[config.mk]
export PLATFORM = sky130hd
export DESIGN_NAME = pcsm_table_ram
export DESIGN_NICKNAME = d
export VERILOG_FILES = /design/src/rtl/core/paged_cache_slot_mapper_assert.svh /design/src/rtl/core/pcsm_table_ram.sv
export SDC_FILE = /design/constraint.sdc
export NUM_CORES = 2
export LEC_CHECK = 0
export BUFFER_PORTS_ARGS = -buffer_cell sky130_fd_sc_hd__buf_2
export CORE_UTILIZATION = 40
export DETAILED_ROUTE_END_ITERATION = 12
export GPL_TIMING_DRIVEN = 0
export PLACE_DENSITY = 0.52
export RECOVER_POWER = 25
export SYNTH_ARGS = -nofsm -noshare
export SYNTH_HDL_FRONTEND = slang
export SYNTH_SLANG_ARGS = --single-unit
[constraint.sdc]
create_clock -name aclk -period 8.6 [get_ports aclk]
set_clock_uncertainty 0.2 [all_clocks]
set_input_delay 1.29 -clock aclk [delete_from_list [all_inputs] [get_ports aclk]]
set_output_delay 1.29 -clock aclk [all_outputs]
set_load 0.02 [all_outputs]
[src/rtl/core/paged_cache_slot_mapper_assert.svh]
// ----------------------------------------------------------------------------
// Assertion macros for the paged cache slot mapper
// Each macro checks one property on aclk, disabled while aresetn is low.
// Synthesis sees empty bodies.
// ----------------------------------------------------------------------------
`ifndef PAGED_CACHE_SLOT_MAPPER_ASSERT_SVH
`define PAGED_CACHE_SLOT_MAPPER_ASSERT_SVH

`ifndef SYNTHESIS

// Check that a property holds at every edge out of reset
`define PCSM_ASSERT(lbl, prop) \
    lbl: assert property (@(posedge aclk) disable iff (!aresetn) prop) \
        else $error("pcsm: assertion failed");

// Check that a condition is never seen out of reset
`define PCSM_ASSERT_NEVER(lbl, cond) \
    lbl: assert property (@(posedge aclk) disable iff (!aresetn) !(cond)) \
        else $error("pcsm: forbidden condition seen");

`else

`define PCSM_ASSERT(lbl, prop)
`define PCSM_ASSERT_NEVER(lbl, cond)

`endif

`endif

[src/rtl/core/pcsm_table_ram.sv]
// ----------------------------------------------------------------------------
// pcsm_table_ram
// Simple dual-port RAM: one write port, one read port, registered read data.
// ----------------------------------------------------------------------------
`default_nettype none

module pcsm_table_ram #(
    parameter int DEPTH = 256,
    parameter int WIDTH = 16,
    parameter int AW    = $clog2(DEPTH)
) (
    input  wire logic             aclk,
    input  wire logic             we,
    input  wire logic [AW-1:0]    waddr,
    input  wire logic [WIDTH-1:0] wdata,
    input  wire logic [AW-1:0]    raddr,
    output logic      [WIDTH-1:0] rdata
);

    logic [WIDTH-1:0] mem [DEPTH];
    logic [WIDTH-1:0] rdata_reg;

    // Write port
    always_ff @(posedge aclk) begin
        if (we) begin
            mem[waddr] <= wdata;
        end
    end

    // Read port, registered
    always_ff @(posedge aclk) begin
        rdata_reg <= mem[raddr];
    end

    assign rdata = rdata_reg;

endmodule

`default_nettype wire

* Word-level counts from Yosys, hierarchy flattened *
Memory sizes are Yosys's and may differ from the RTL's. A register that Yosys moved wholly into a read port is not among the register bits.
Cells that the tools add are included.

storage, ports and cells
  memories kept = 1
  input bits = 34
  register bits = 0
  word-level logic and storage cells = 3
  memory bits (writable) = 4,096
  output and inout bits = 16

operators by class
  mux-type cells = 2

memories
  memory  depth  bits a word  read ports  clocked after memory_dff  write ports  RTL line              text
  mem     256    16           1           1                         1            pcsm_table_ram.sv:20  logic [WIDTH-1:0] mem [DEPTH];

operators with widths
  cell     number
  $mux W1  2

* Depth between registers and ports, before layout *
  word-level depth = 2
  gate-level depth with buffers = 12
  mapped depth without buffers = 6

* Worst setup path after synthesis *
OpenSTA, ideal clock, no wires.

  path kind = input-to-reg
  start point = in waddr[3]
  end point = mem mem[235][0] (enable)
  path buffers = 3
  cell stages on the path = 6
  arrival time = 3,067 ps
  path slack = 4,945 ps
  setup time = 388 ps
  cell sequence = clkbuf_1 -> nor2b_1 -> clkbuf_1 -> nand4_1 -> clkbuf_1 -> nor2_1

RTL lines
  what             RTL line              text
  start, declared  pcsm_table_ram.sv:14  input wire logic [AW-1:0] waddr,
  end, declared    pcsm_table_ram.sv:20

Straight into the memory's write port.

* Worst setup path after layout *
  start point = in wdata[13]
  end point = mem mem[177][13], data pin

RTL lines
  what             RTL line              text
  start, declared  pcsm_table_ram.sv:15  input wire logic [WIDTH-1:0] wdata,

Straight into the memory's write port.

==> results by group <==
Outcome
  – Status: finished with violations
  – Failing checks: max-capacitance violations, max-slew violations

Timing
  – Max Slew Vio Count: 2,217
  – Setup TNS: 0 ns
  – Max Fclk: 139 MHz
  – Final Hold Viols: 0
  – Tmin final: 7.22 ns
  – # setup viols final: 0
  – Measured slew at the worst slew-check pin: 7.09 ns
  – Unrepaired setup endpoints after global routing: false
  – Final period util: 0.839
  – Worst slew margin: -3.73
  – Worst setup margin: approximately 1.4 ns

Detailed routing
  – Iter 0 DRT Violations: 11,900
  – Pre-Repair DR Iteration Count: 6
  – Vias: roughly 84,000
  – WL per Instance: 38.4 um
  – Routed Antenna Nets: 0
  – Residual DRC count: 0
  – Post-Route WL: 526 mm
  – Vias per Instance: about 6.1

Placement
  – Place WS: 0.990 ns
  – RePlAce Congestion: just over 1
  – IO buf count: 39
  – DP HPWL: 367 mm

Critical path
  – Crit path capture type: register
  – CP max FO: 132
  – Startpoint Class: primary input
  – Reg2Reg Depth: 6
  – Worst EP arrival: around 6.8 ns
  – Worst reg2reg endpoint: rdata[2]
  – Reg2reg start: mem[41][2]
  – Crit-path leading delay family: buffers and inverters
  – CP max stage delay: 4.70 ns
  – WP data required: 8.13 ns
  – Critical path type: primary input to register
  – Slowest stage cell, crit path: clkbuf_1
  – Worst Path Buf+Inv: 2
  – CP most frequent cell: clkbuf_1
  – Worst reg-to-reg setup slack: around 4.4 ns
  – Cells along the critical path: clkbuf_1 -> clkbuf_1

Yosys
  – Syn Area/Cell: roughly 22 sq um
  – Commonest register cell after synthesis: edfxtp_1
  – Synthesized Nets: 7,394
  – Cells after Synth: 7,360
  – Post-synthesis sequential area ratio: 0.777
  – Synth top area share: 0.775
  – Synthesized area: 159,000 sq um
  – Synth area leader: edfxtp_1
  – Syn. warnings: 0
  – Post-synth EDFFs: 4,096
  – Area contributors post-synth: edfxtp_1, mux4_2, mux2i_1
  – FFs w/ async S/R, synth: 0
  – Synth cell types: 52
  – Number of synthesized register bits: 4,112

Layout
  – Layout area overhead: 16.2%
  – Commonest non-fill, non-tap cell in the layout: edfxtp_1
  – Max reg flops: 4,096
  – Most frequent cells in the layout: edfxtp_1, mux4_2, mux2i_1
  – Final net count: 8,155
  – Share of cells above drive strength 1: 0.268

Pwr
  – Lkg Pwr: 57.9 nW
  – Maximum VDD drop: 0.000178 V
  – Power Dens Cells: roughly 230 nW/um^2

GRT
  – Initial antenna violation count: 49
  – Largest net degree at the start of global routing: 147
  – Vias in the first global route: 81,400
  – Total track usage: 0.260
  – First-pass GRT wire length: 705 mm
  – Residual overflow from global routing: 0

Floorplanning
  – Die H: 632 um
  – Initial core utilization: 0.403
  – Core area: between 300,000 and 400,000 sq um
  – Row count: 230
  – Die Area: 399,000 sq um
  – Ports: 50
  – Die width: 632 um

Clock network
  – Sink Count: 4,112
  – CTS Buffer Depth: 4
  – CTS Hold Buffers Added: 0
  – TritonCTS clock tree: done
  – Num CTS Buffers: 420
  – Post CTS Setup Buffer Count: 0
  – Root buf cell: clkbuf_16
  – Clock latency on the worst-skew pair: 1.02 ns
  – Reg clk slew, reported paths: 0.06 ns
  – Htree depth: 5
  – CTS resizes: 0

Min path
  – Hold Path Origin: wdata[13]
  – Worst hold path depth: 1
  – Hold crit path type: primary input to register
  – Endpoint with the worst hold slack: mem[85][13]

Run
  – Max Cap Viol: 34
[kinds of logic after synthesis]
kind of cell,synth area share
DFF,0.777
muxes,0.155
AOI/OAI and AO/OA,0.0354
and+or+nand+nor,0.0157
buffers and inverters,0.0169
[routing by layer]
layer	vias up	part of all wire	track usage
met3	816	0.10	0.0667
li1	32900	-	-
met2	4498	0.45	0.392
met4	14	0.043	0.0949
met1	45400	0.41	0.366
met5	-	0.00018	0
[report_power, final]
| part | total [W] | switching, W | leakage (nW) | internal, W |
|---|---|---|---|---|
| clock | 0.0180 | 0.00778 | 6.51 | 0.0102 |
| combinational | 0.00252 | 0.00179 | 14.5 | 0.000729 |
| sequential | 0.0222 | 0.0000128 | 36.9 | 0.0222 |
[final cells by class]
| class | instances | area (sq um) |
|---|---|---|
| Antenna cell | 19 | 47.5 |
| Buffer | 452 | 2710 |
| Clock buffer | 530 | 11200 |
| Clock inverter | 219 | 2090 |
| Fill cell | 32700 | 209000 |
| Inverter | 4 | 15.0 |
| Multi-Input combinational cell | 2792 | 33400 |
| Sequential cell | 4112 | 123000 |
| Tap cell | 5220 | 6530 |
| Timing Repair Buffer | 339 | 5100 |
[cells in the mapped netlist (all sizes together) (3+ instances only)]
library cell	instances
nand3	35
o32ai	21
nor2	304
nand2b	3
buf	222
nor3	92
dfxtp	16
a21oi	175
edfxtp	4096
a211oi	18
a31oi	6
a22oi	43
and3	11
o22ai	148
nor2b	9
or2	5
a2111oi	6
nor4	18
mux2	88
o31ai	16
nand2	38
nand4b	3
nand4	26
inv	4
a221oi	28
mux2i	565
clkbuf	230
o21ai	38
mux4	797
a22o	32
o221ai	253
[worst max path at each step]
stage / cells past startpoint / to / slack (ns) / start
5_1_grt: 2 / mem[95][5] / 1.12 / wdata[5]
3_3_place_gp: 9 / rdata[15] / 0.38 / raddr[2]
2_1_floorplan: 6 / mem[235][0] / 4.95 / waddr[3]
3_5_place_dp: 9 / rdata[15] / 0.99 / raddr[2]
4_1_cts: 9 / rdata[15] / 2.04 / raddr[2]
6_report: 2 / mem[177][13] / 1.38 / wdata[13]
[metrics by stage]
stage	power (W)	utilization	std cells	cell area (sq um)	hold WS, ns
after global routing	0.0436	0.469	13700	184000	0.534
final	0.0427	0.469	13700	184000	0.518
after global placement	0.0250	0.420	12600	165000	0.931
after CTS	0.0428	0.470	13700	185000	0.301
after floorplan	0.0236	-	7360	159000	0.654
after detailed placement	0.0250	0.436	12900	172000	0.928
No activity file was read; power rests on OpenSTA's default activity.
