===== src/rtl/core/paged_cache_slot_mapper_assert.svh =====
// ----------------------------------------------------------------------------
// Assertion macros for the paged cache slot mapper
// Each macro checks one property on aclk, disabled while aresetn is low.
// Synthesis sees empty bodies.
// ----------------------------------------------------------------------------
`ifndef PAGED_CACHE_SLOT_MAPPER_ASSERT_SVH
`define PAGED_CACHE_SLOT_MAPPER_ASSERT_SVH

`ifndef SYNTHESIS

// Check that a property holds at every edge out of reset
`define PCSM_ASSERT(lbl, prop) \
    lbl: assert property (@(posedge aclk) disable iff (!aresetn) prop) \
        else $error("pcsm: assertion failed");

// Check that a condition is never seen out of reset
`define PCSM_ASSERT_NEVER(lbl, cond) \
    lbl: assert property (@(posedge aclk) disable iff (!aresetn) !(cond)) \
        else $error("pcsm: forbidden condition seen");

`else

`define PCSM_ASSERT(lbl, prop)
`define PCSM_ASSERT_NEVER(lbl, cond)

`endif

`endif


===== src/rtl/core/pcsm_pkg.sv =====
// ----------------------------------------------------------------------------
// pcsm_pkg
// Shared constants, types and helpers of the paged cache slot mapper.
// ----------------------------------------------------------------------------
`default_nettype none

package pcsm_pkg;

    // Sizes of the block
    localparam int TABLE_DEPTH      = 256;
    localparam int MAX_CHUNK        = 64;
    localparam int MAX_BATCH_TOKENS = 4096;
    localparam int NUM_PHYS_BLOCKS  = 65536;

    // Field widths
    localparam int TIDX_W  = 8;
    localparam int PHYS_W  = $clog2(NUM_PHYS_BLOCKS);
    localparam int POS_W   = 16;
    localparam int REM_W   = 16;
    localparam int BS_W    = 9;
    localparam int CS_W    = 7;
    localparam int SLOT_W  = 24;
    localparam int BPOS_W  = $clog2(MAX_BATCH_TOKENS);
    localparam int CNT_W   = $clog2(MAX_BATCH_TOKENS + 1);
    localparam int NTOK_W  = $clog2(MAX_CHUNK + 1);
    localparam int TADDR_W = $clog2(TABLE_DEPTH);
    // logical block index grows past the start quotient by up to a chunk
    localparam int BLK_W   = POS_W + 1;

    // Configuration port
    localparam int CFG_IDX_W  = 1;
    localparam int CFG_DATA_W = BS_W;

    localparam logic [BS_W-1:0] BS_MAX   = BS_W'(256);
    localparam logic [BS_W-1:0] BS_RESET = BS_W'(16);
    localparam logic [CS_W-1:0] CS_RESET = CS_W'(64);

    typedef enum logic [CFG_IDX_W-1:0] {
        CFG_BLOCK_SIZE = 1'b0,
        CFG_CHUNK_SIZE = 1'b1
    } cfg_reg_t;

    typedef enum logic {
        OP_TABLE_WRITE = 1'b0,
        OP_SEQUENCE    = 1'b1
    } opcode_t;

    typedef enum logic [1:0] {
        ST_IDLE,
        ST_DIV,
        ST_RUN
    } state_t;

    // Result of the start-position division
    typedef struct packed {
        logic              done;
        logic [POS_W-1:0]  quotient;
        logic [BS_W-1:0]   remainder;
    } div_res_t;

    // Map block size zero to one and cap it at 256
    function automatic logic [BS_W-1:0] bs_clamp(input logic [BS_W-1:0] v);
        logic [BS_W-1:0] r;
        if (v == '0) begin
            r = BS_W'(1);
        end else if (v > BS_MAX) begin
            r = BS_MAX;
        end else begin
            r = v;
        end
        return r;
    endfunction

    // Cap the chunk size at the largest chunk
    function automatic logic [CS_W-1:0] cs_clamp(input logic [CS_W-1:0] v);
        logic [CS_W-1:0] r;
        if (v > CS_W'(MAX_CHUNK)) begin
            r = CS_W'(MAX_CHUNK);
        end else begin
            r = v;
        end
        return r;
    endfunction

endpackage

`default_nettype wire


===== src/rtl/core/pcsm_div.sv =====
// ----------------------------------------------------------------------------
// pcsm_div
// Shift-subtract divider: splits the start position into logical block and
// offset, one quotient bit per cycle.
// ----------------------------------------------------------------------------
`default_nettype none
`include "paged_cache_slot_mapper_assert.svh"

module pcsm_div (
    input  wire logic                     aclk,
    input  wire logic                     aresetn,
    input  wire logic                     start,
    input  wire logic [pcsm_pkg::POS_W-1:0] dividend,
    input  wire logic [pcsm_pkg::BS_W-1:0]  divisor,
    output pcsm_pkg::div_res_t            res
);

    import pcsm_pkg::*;

    localparam int CNT_W = $clog2(POS_W);

    logic             busy_reg;
    logic             done_reg;
    logic [CNT_W-1:0] cnt_reg;
    logic [POS_W-1:0] quo_reg;
    logic [BS_W-1:0]  rem_reg;
    logic [BS_W-1:0]  dvs_reg;

    logic [BS_W:0]    trial;
    logic [BS_W:0]    diff;
    logic             ge;
    logic [BS_W-1:0]  rem_next;
    logic [POS_W-1:0] quo_next;

    // One restoring step: bring down the next dividend bit, subtract if it fits
    always_comb begin
        trial    = {rem_reg, quo_reg[POS_W-1]};
        ge       = trial >= {1'b0, dvs_reg};
        diff     = trial - {1'b0, dvs_reg};
        rem_next = ge ? diff[BS_W-1:0] : trial[BS_W-1:0];
        quo_next = {quo_reg[POS_W-2:0], ge};
    end

    // Control: count the steps, pulse done after the last
    always_ff @(posedge aclk) begin
        if (!aresetn) begin
            busy_reg <= 1'b0;
            done_reg <= 1'b0;
            cnt_reg  <= '0;
        end else if (start) begin
            busy_reg <= 1'b1;
            done_reg <= 1'b0;
            cnt_reg  <= CNT_W'(POS_W - 1);
        end else if (busy_reg) begin
            cnt_reg  <= cnt_reg - CNT_W'(1);
            busy_reg <= cnt_reg != '0;
            done_reg <= cnt_reg == '0;
        end else begin
            done_reg <= 1'b0;
        end
    end

    // Datapath: dividend shifts out as the quotient shifts in
    always_ff @(posedge aclk) begin
        if (start) begin
            quo_reg <= dividend;
            rem_reg <= '0;
            dvs_reg <= divisor;
        end else if (busy_reg) begin
            quo_reg <= quo_next;
            rem_reg <= rem_next;
        end
    end

    assign res.done      = done_reg;
    assign res.quotient  = quo_reg;
    assign res.remainder = rem_reg;

    `PCSM_ASSERT(a_div_start_busy, start |=> busy_reg)
    `PCSM_ASSERT(a_div_last_done, busy_reg && !start && (cnt_reg == '0) |=> done_reg && !busy_reg)
    `PCSM_ASSERT(a_div_rem_below, done_reg && (dvs_reg != '0) |-> rem_reg < dvs_reg)

endmodule

`default_nettype wire


===== config.mk =====
export PLATFORM = sky130hd
export DESIGN_NAME = pcsm_div
export DESIGN_NICKNAME = d
export VERILOG_FILES = /design/src/rtl/core/pcsm_pkg.sv /design/src/rtl/core/pcsm_div.sv
export VERILOG_INCLUDE_DIRS = /design/src /design/src/rtl/core
export SDC_FILE = /design/constraint.sdc
export NUM_CORES = 1
export LEC_CHECK = 0
export ABC_AREA = 0
export BUFFER_PORTS_ARGS = -buffer_cell sky130_fd_sc_hd__buf_2
export CAP_MARGIN = 20
export CORE_UTILIZATION = 45
export CTS_CLUSTER_DIAMETER = 60
export DETAILED_ROUTE_END_ITERATION = 8
export PLACE_DENSITY = 0.69
export SETUP_SLACK_MARGIN = 0.3
export SLEW_MARGIN = 20
export SYNTH_ARGS = -nofsm -noshare
export SYNTH_HDL_FRONTEND = slang
export SYNTH_SLANG_ARGS = --single-unit

===== constraint.sdc =====
create_clock -name aclk -period 3.6 [get_ports aclk]
set_input_delay 0.9 -clock aclk [delete_from_list [all_inputs] [get_ports aclk]]
set_output_delay 0.9 -clock aclk [all_outputs]
set_load 0.05 [all_outputs]

-- Word level (Yosys, flattened, before mapping)
Index checks and enable logic that the tools add are counted.
- add/sub/neg operators: 2
- magnitude comparators: 1
- muxes and demuxes: 7
- bitwise gates (word level): 2
- reduce and logical (&&, ||, !) cells: 4
- operators by type and width (kind ; number):
    2-to-1 mux 16 bit ; 2
    greater-or-equal comparator 10 x 9 -> 1 bit ; 1
    2-to-1 mux 9 bit ; 1
    subtractor 9 bit ; 1
    2-to-1 mux 4 bit ; 2
    logical NOT 4 bit ; 1
    nonzero test 4 bit ; 1
    subtractor 4 x 1 -> 4 bit, second input constant ; 1
    OR reduction 3 bit ; 1
    2-to-1 mux 1 bit ; 2
    inverter 1 bit ; 2
    nonzero test 2 bit ; 1
- flip-flop bits (word level): 40
- output and inout port bits: 26

-- Longest topological paths before layout
Gate-level depths: netlist (run 1).
- depth in word-level cells: 3
- mapped depth: 10
- gate-level depth less buffers: 9

-- Worst setup path after synthesis (run 1)
Ideal clock, no wire load.
- path type: flip-flop to flip-flop
- from: register quo_reg[15]
- to: register rem_reg[1]
- library setup time: 88 ps
- arrival: 2357 ps
- setup slack: 1155 ps
- cell stages (with the launch flop): 11
- path buffers: 1
- clock period less this slack: 2445 ps
- path through: edfxtp_1 > inv_1 > ha_1 > inv_1 > fa_1 > a21o_1 > a32o_1 > nand3b_4 > buf_6 > nand3_1 > a311oi_2
- longest elaborated chain between the ends: 2
- ends and longest elaborated chain (element ; line ; RTL):
    start, declared ; pcsm_div.sv:25 ; logic [POS_W-1:0] quo_reg;
    start signal, assigned ; pcsm_div.sv:66 ; quo_reg <= dividend;
    start signal, assigned ; pcsm_div.sv:70 ; quo_reg <= quo_next;
    subtractor 9 bit / greater-or-equal comparator 10 x 9 -> 1 bit (equally long branches) ; pcsm_div.sv:39, pcsm_div.sv:38 ;
    2-to-1 mux 9 bit * ; pcsm_div.sv:40 ; rem_next = ge ? diff[BS_W-1:0] : trial[BS_W-1:0];
    end signal, assigned ; pcsm_div.sv:71 ; rem_reg <= rem_next;
    end, declared ; pcsm_div.sv:26 ; logic [BS_W-1:0] rem_reg;
Every way passes the cells marked *; elsewhere a longest branch is shown, timed or not.
A chain may end at the register's enable or synchronous reset.

-- Worst setup path after layout (run 1)
- from: register quo_reg[15]
- to: register quo_reg[0], data pin
- longest elaborated chain between the ends: 3
- ends and longest elaborated chain (element ; line ; RTL):
    greater-or-equal comparator 10 x 9 -> 1 bit ; pcsm_div.sv:38 ; ge = trial >= {1'b0, dvs_reg};
    2-to-1 mux 16 bit ; pcsm_div.sv:69 ; end else if (busy_reg) begin
    2-to-1 mux 16 bit ; pcsm_div.sv:65 ; if (start) begin
Every way passes these cells. The select of a mux whose other input is x is not followed.

==> summary.md, run 1 <==
| Metric | Value |
|---|---|
| Max cap viols | 0 |
| Post-Syn Area | 0.00217 mm^2 |
| Post-synthesis async set-or-reset flop share | 0% |
| CP Launch Type | flop |
| Worst setup margin | 1.29 ns |
| CTS max path bufs | 2 |
| Post-CTS Hold Buffers | 0 |
| Leakage | 1.14 nW |
| CTS tree | yes |
| Yosys warning total | 0 |
| Compound-cell area share of the yosys netlist | 16.7% |
| Synth area leader | edfxtp_1 |
| CP cell instances | inv_1 > ha_1 > inv_1 > fa_1 > a21o_1 > a32o_1 > nand3b_4 > and2_1 > a21oi_1 |
| Yosys reg bits | 40 |
| RD Place Congestion | 0.805 |
| Worst skew pair latency | 0.29 ns |
| Fin crit share | 64.3% |
| Wire per inst | 14.1 um |
| Drt drc | 0 |
| Max incr delay on CP | 0.42 ns |
| Pre-antenna DRT Iters | 4 |
| DR vias/cell | 5.41 |
| Synth Area in XOR/XNOR | 3.23% |
| Top cells by area, synth | edfxtp_1 (35%), dfxtp_1 (14%), mux2_2 (7.8%), ha_1 (5.8%), a21o_1 (3.1%) |
| Die W | 71.5 um |
| Worst Hold Class | flop to flop |
| Count of cell types in the netlist | 47 |
| Max Fclk | 0.432 GHz |
| Commonest non-fill, non-tap cell in the layout | buf_2 |
| Post-Route WL | 4.15 mm |
| Final #Nets | 280 |
| Clk sinks | 40 |
| Pwr dens | 506 mW/mm^2 |
| Post-synth top area share | 34.6% |
| Mux share of post-synthesis cell area | 7.78% |
| DR iter-0 viols | 81 |
| Worst path slowest cell | fa_1 |
| Simple-gate share of the synthesized area | 11.9% |
| Total grt overflow | 0 |
| Worst path top cell family by delay | adder cells |
| Most used flip-flop cell after synthesis | edfxtp_1 |
| Worst-path clk slew | 0.08 ns |
| Worst setup EP type | flop |
| Pins over their slew limit | 0 |
| Post-synthesis average cell area | 11.6 um^2 |
| Crit path max fanout | 16 |
| Final ANT Viol Nets | 0 |
| Adder-Cell Fraction of Synth Area | 6.68% |
| Resized cells post-CTS | 0 |
| Largest family of logic cells by synthesized area | compound AO/OA/AOI/OAI gates |
| CTS Buf Count | 5 |
| RSZ-0062 raised after global routing | no |
| EDFF count, synth | 25 |
| Most frequent cells in the layout | buf_2 (53), edfxtp_1 (25), inv_1 (15), mux2_2 (15), dfxtp_1 (15) |
| Core Area | 0.00450 mm^2 |
| Post-layout min period | 2.31 ns |
| Final TNS setup | 0 ns |
| IO Pins | 54 |
| Largest net degree at the start of global routing | 32 |
| Seq/Total Area, Yosys | 48.4% |
| Die footprint | 0.00511 mm^2 |
| DR vias | 1590 |
| Worst path required time | 3.63 ns |
| Crit path buf inv count | 2 |
| Die height | 71.5 um |
| Max_slew headroom | 57.8% |
| GR Util All Layers | 17.6% |
| Worst Skew | 0.00640 ns |
| H-tree depth | 2 |
| Hold Vio Cnt, Final | 0 |
| FP Rows | 24 |
| Pre-CTS WS | 1.29 ns |
| Worst Tran Pin Value | 0.632 ns |
| Layout cells sized above 1 | 35.5% |
| Area growth from synthesis to layout | 18.3% |
| Largest register FFs | 16 |
| Mapped Nets | 227 |
| First-pass GRT wire length | 6.98 mm |
| Postcts setup bufs | 0 |
| PortBufs | 53 |
| Crit Path Category | flop to flop |
| Setup violators final | 0 |
| Status | complete, no violations |
| Maximum resistive drop on vdd | 0.277 mV |
| Antenna diode count | 0 |
| CP dominant cell by count | inv_1 |
| Arrival time worst endpoint | 2.34 ns |
| HPWL Detailed | 2.93 mm |
| Initial antenna violation count | 0 |
| Vias in the first global route | 1501 |
| Initial cell density of the core | 48.2% |
| Root Driver | clkbuf_8 |
| Synth Instances | 188 |
Yosys cell counts (2+ instances only):
| cell | count |
|---|---|
| mux2_2 | 15 |
| edfxtp_1 | 25 |
| o21ai_0 | 4 |
| ha_1 | 10 |
| nand2b_1 | 2 |
| clkbuf_1 | 4 |
| a21oi_1 | 4 |
| nor2_1 | 8 |
| xor2_1 | 3 |
| and3_1 | 4 |
| dfxtp_1 | 15 |
| xnor2_1 | 5 |
| and4b_1 | 2 |
| a31oi_1 | 3 |
| buf_6 | 3 |
| nand3_1 | 8 |
| inv_1 | 15 |
| a21boi_0 | 4 |
| a21o_1 | 9 |
| a311oi_1 | 5 |
| nand2_1 | 9 |
| nor2b_1 | 4 |
| a211oi_1 | 3 |
worst register-to-register path, delay by kind of cell (launching register included):
kind	cells	cell delay, ns
buffers and inverters	2	0.14
AO/OA/AOI/OAI	3	0.54
adder cells (fa/ha/maj)	2	0.60
AND/OR/NAND/NOR	2	0.39
flip-flops	1	0.38
path summary, 6_finish.rpt:
path / endpoint / start / depth (start not counted) / slack (ns)
max reg2reg: quo_reg[0] / quo_reg[15] / 9 / 1.29
min: rem_reg[3] / rem_reg[3] / 2 / 0.53
min reg2reg: rem_reg[3] / rem_reg[3] / 2 / 0.53
max: quo_reg[0] / quo_reg[15] / 9 / 1.29
logic make-up after synthesis:
logic type | after synthesis
AOI/OAI and AO/OA | 45
and+or+nand+nor | 45
DFF | 40
buffers and inverters | 24
muxes | 15
adders and majority gates | 11
xor gates and xnor gates | 8
report_power, final:
part	internal, mW	total, mW	switching (mW)
sequential	0.536	0.563	0.0263
clock	0.205	0.368	0.163
combinational	0.133	0.370	0.237
total	0.874	1.30	0.427
through the flow:
stage | instances | instance area, um^2 | util [%] | hold WS (ns) | power [mW]
after floorplan | 188 | 2170 | - | 0.540 | 0.866
after global placement | 286 | 2460 | 54.6 | 0.508 | 0.941
after detailed placement | 286 | 2460 | 54.6 | 0.512 | 0.941
after CTS | 294 | 2570 | 57.0 | 0.523 | 1.31
after global routing | 294 | 2570 | 57.0 | 0.556 | 1.36
final | 294 | 2570 | 57.0 | 0.528 | 1.30
layer usage:
metal | wire length (um) | global-route usage, % | up-vias
met2 | 1760 | 26.9 | 48
met1 | 2090 | 24.1 | 728
li1 | - | - | 805
met5 | 0 | 0 | -
met3 | 223 | 4.22 | 9
met4 | 79 | 7.63 | 0
cell type report:
cell class,instances,area [um^2]
timing repair buffer,55,280
inverter,15,56.3
sequential,40,1050
tap,52,65.1
multi-input combinational,124,1000
clock buffer,5,68.8
clock inverter,3,42.5
fill,387,1940
Note: power is estimated with default switching activity, not from simulation.
==> inputs of run 2 (changes only) <==
PLACE_DENSITY = 0.72   (was 0.69)
clock period = 2 ns   (was 3.6 ns; I/O delays follow)
==> summary.md, run 2 (same netlist as run 1, synthesis figures left out) <==
| Metric | Value |
|---|---|
| Status | complete, but fails checks |
| Failing checks | negative setup slack |
| Total grt overflow | 0 (unchanged) |
| Initial cell density of the core | 48.2% (unchanged) |
| DR iter-0 viols | 119 (+47%) |
| Worst Hold Class | input pin to flop |
| Area after DPL | 0.00257 mm^2 (+4.6%) |
| Worst Tran Pin Value | 0.404 ns (-0.228 ns) |
| RD Place Congestion | 0.852 (+5.8%) |
| Largest register FFs | 16 (unchanged) |
| Die height | 71.5 um (unchanged) |
| Largest net degree at the start of global routing | 24 (-25%) |
| WHS Endpoint | dvs_reg[7] |
| Internal power | 1.67 mW (+91%) |
| CTS tree | yes |
| H-tree depth | 2 (unchanged) |
| Max Fclk | 0.480 GHz (+11%) |
| Worst-path clk slew | 0.08 ns (about the same) |
| R2r setup slk | -0.08 ns (-1.37 ns) |
| Wire per inst | 15.3 um (+8.0%) |
| Root Driver | clkbuf_8 |
| Combinational fraction of design power | 30.9% (+2.5 points) |
| Pwr Total | 2.50 mW (+92%) |
| Max cap viols | 0 (unchanged) |
| Hold path start | divisor[7] |
| Core Area | 0.00450 mm^2 (unchanged) |
| Pwr dens | 893 mW/mm^2 (+76%) |
| CTS Buf Count | 5 (unchanged) |
| Flop pwr share | 40.7% (-2.6 points) |
| PortBufs | 53 (unchanged) |
| CP Launch Type | flop |
| First-pass GRT wire length | 7.59 mm (+8.7%) |
| Post-layout min period | 2.08 ns (-0.232 ns) |
| Worst Skew | 0.00374 ns (-0.00267 ns) |
| Start of the worst register-to-register path | quo_reg[15] |
| Leakage | 1.27 nW (+11%) |
| R2R depth | 9 (unchanged) |
| Crit path max fanout | 6 (-10) |
| Final ANT Viol Nets | 0 (unchanged) |
| Vias in the first global route | 1570 (+4.6%) |
| Storage cell area | 0.00105 mm^2 (unchanged) |
| Worst skew pair latency | 0.30 ns (about the same) |
| RSZ-0062 raised after global routing | yes |
| Commonest non-fill, non-tap cell in the layout | buf_2 |
| Final TNS setup | -0.351 ns (-0.351 ns) |
| CP startpoint | quo_reg[15] |
| DR vias/cell | 5.43 (+0.45%) |
| Setup violators final | 7 (+7) |
| Clk sinks | 40 (unchanged) |
| Hold Vio Cnt, Final | 0 (unchanged) |
| Final #Nets | 296 (+5.7%) |
| Crit Path Category | flop to flop |
| Most frequent cells in the layout | buf_2 (52), edfxtp_1 (25), mux2_2 (15), dfxtp_1 (15), buf_4 (15) |
| Area of the multi-input gates | 0.00109 mm^2 (+8.2%) |
| Net switching power | 824 uW (+93%) |
| Max_slew headroom | 72.9% (+15 points) |
| Arrival time worst endpoint | 2.29 ns (-0.05 ns) |
| Post-CTS Hold Buffers | 0 (unchanged) |
| CTS max path bufs | 2 (unchanged) |
| IO Pins | 54 (unchanged) |
| Drt drc | 0 (unchanged) |
| Post-route cell area | 0.00280 mm^2 (+8.9%) |
| Pre-antenna DRT Iters | 4 (unchanged) |
| Worst setup EP type | flop |
| Die footprint | 0.00511 mm^2 (unchanged) |
| Worst setup margin | -0.0829 ns (-1.37 ns) |
| Hold Path Depth | 1 (-1) |
| Layout cells sized above 1 | 44.6% (+9.0 points) |
| Fin crit share | 104% (+40 points) |
| Maximum resistive drop on vdd | 0.635 mV (+130%) |
| Pins over their slew limit | 0 (unchanged) |
| Worst path required time | 2.20 ns (-1.43 ns) |
| Reg2reg end | rem_reg[5] |
| FP Rows | 24 (unchanged) |
| Sw frac | 33.0% (+0.23 points) |
| DR vias | 1684 (+5.9%) |
| Fill cell count | 381 (-1.6%) |
| Area growth from synthesis to layout | 28.7% |
| HPWL Detailed | 3.21 mm (+9.7%) |
| Post-Route WL | 4.73 mm (+14%) |
| Die W | 71.5 um (unchanged) |
| Antenna diode count | 0 (unchanged) |
| Initial antenna violation count | 0 (unchanged) |
| Clock power share | 28.4% (about the same) |
| GR Util All Layers | 19.8% (+2.2 points) |
==> run 2: routing by layer <==
metal,global-route usage (%),vias up,wire [um]
li1,-,843,-
met2,30.9,47,2150
met1,26.5,785,2220
met4,5.88,0,84
met3,6.47,9,282
met5,0,-,0
==> run 2: power groups by stage <==
stage	registers (mW)	clock network [mW]	logic, mW
finish	1.02	0.709	0.772
global route	1.02	0.766	0.825
CTS	1.02	0.719	0.742
detailed placement	1.03	0	0.708
global placement	1.03	0	0.700
floorplan	1.21	0	0.353
==> run 2: cell type report <==
type | instances | area share, %
clock buffers | 6 | 2.95
clock inverters | 2 | 1.39
inverters | 15 | 2.01
multi-input cells | 125 | 38.9
flip-flops and latches | 40 | 37.6
well taps | 52 | 2.33
repair buffers | 70 | 14.9
==> run 2: worst max path at each step <==
stage / endpoint / slack [ns] / cells after the start
6_report: rem_reg[5] / -0.08 / 9
5_1_grt: rem_reg[6] / -0.19 / 9
4_1_cts: rem_reg[6] / -0.07 / 9
3_5_place_dp: quo_reg[0] / -0.13 / 9
3_3_place_gp: quo_reg[0] / -0.10 / 9
2_1_floorplan: rem_reg[1] / -0.38 / 10
==> run 2: timing repair <==
action                     CTS  global route
setup buffers                1             1
pin swaps                   12             8
gates cloned                 1             0
gates resized for setup     14             5
setup endpoints to repair   10            10
==> run 2: critical path: stages, from the launching register on <==
cell and delay, ns:
edfxtp_1 0.40, inv_2 0.11, ha_4 0.14, inv_2 0.03, fa_2 0.32, a21o_1 0.18, a32o_2 0.27, nand3b_4 0.13
nand3_1 0.10, a311oi_1 0.29
==> run 2: per-stage QoR <==
| stage | util [%] | setup WS (ns) | hold WS [ns] | cells |
|---|---|---|---|---|
| finish | 62.1 | -0.0829 | 0.368 | 310 |
| global route | 62.1 | -0.188 | 0.352 | 310 |
| CTS | 61.2 | -0.0703 | 0.362 | 309 |
| detailed placement | 57.1 | -0.132 | 0.523 | 299 |
| global placement | 57.1 | -0.103 | 0.514 | 299 |
| floorplan | - | -0.384 | 0.540 | 188 |
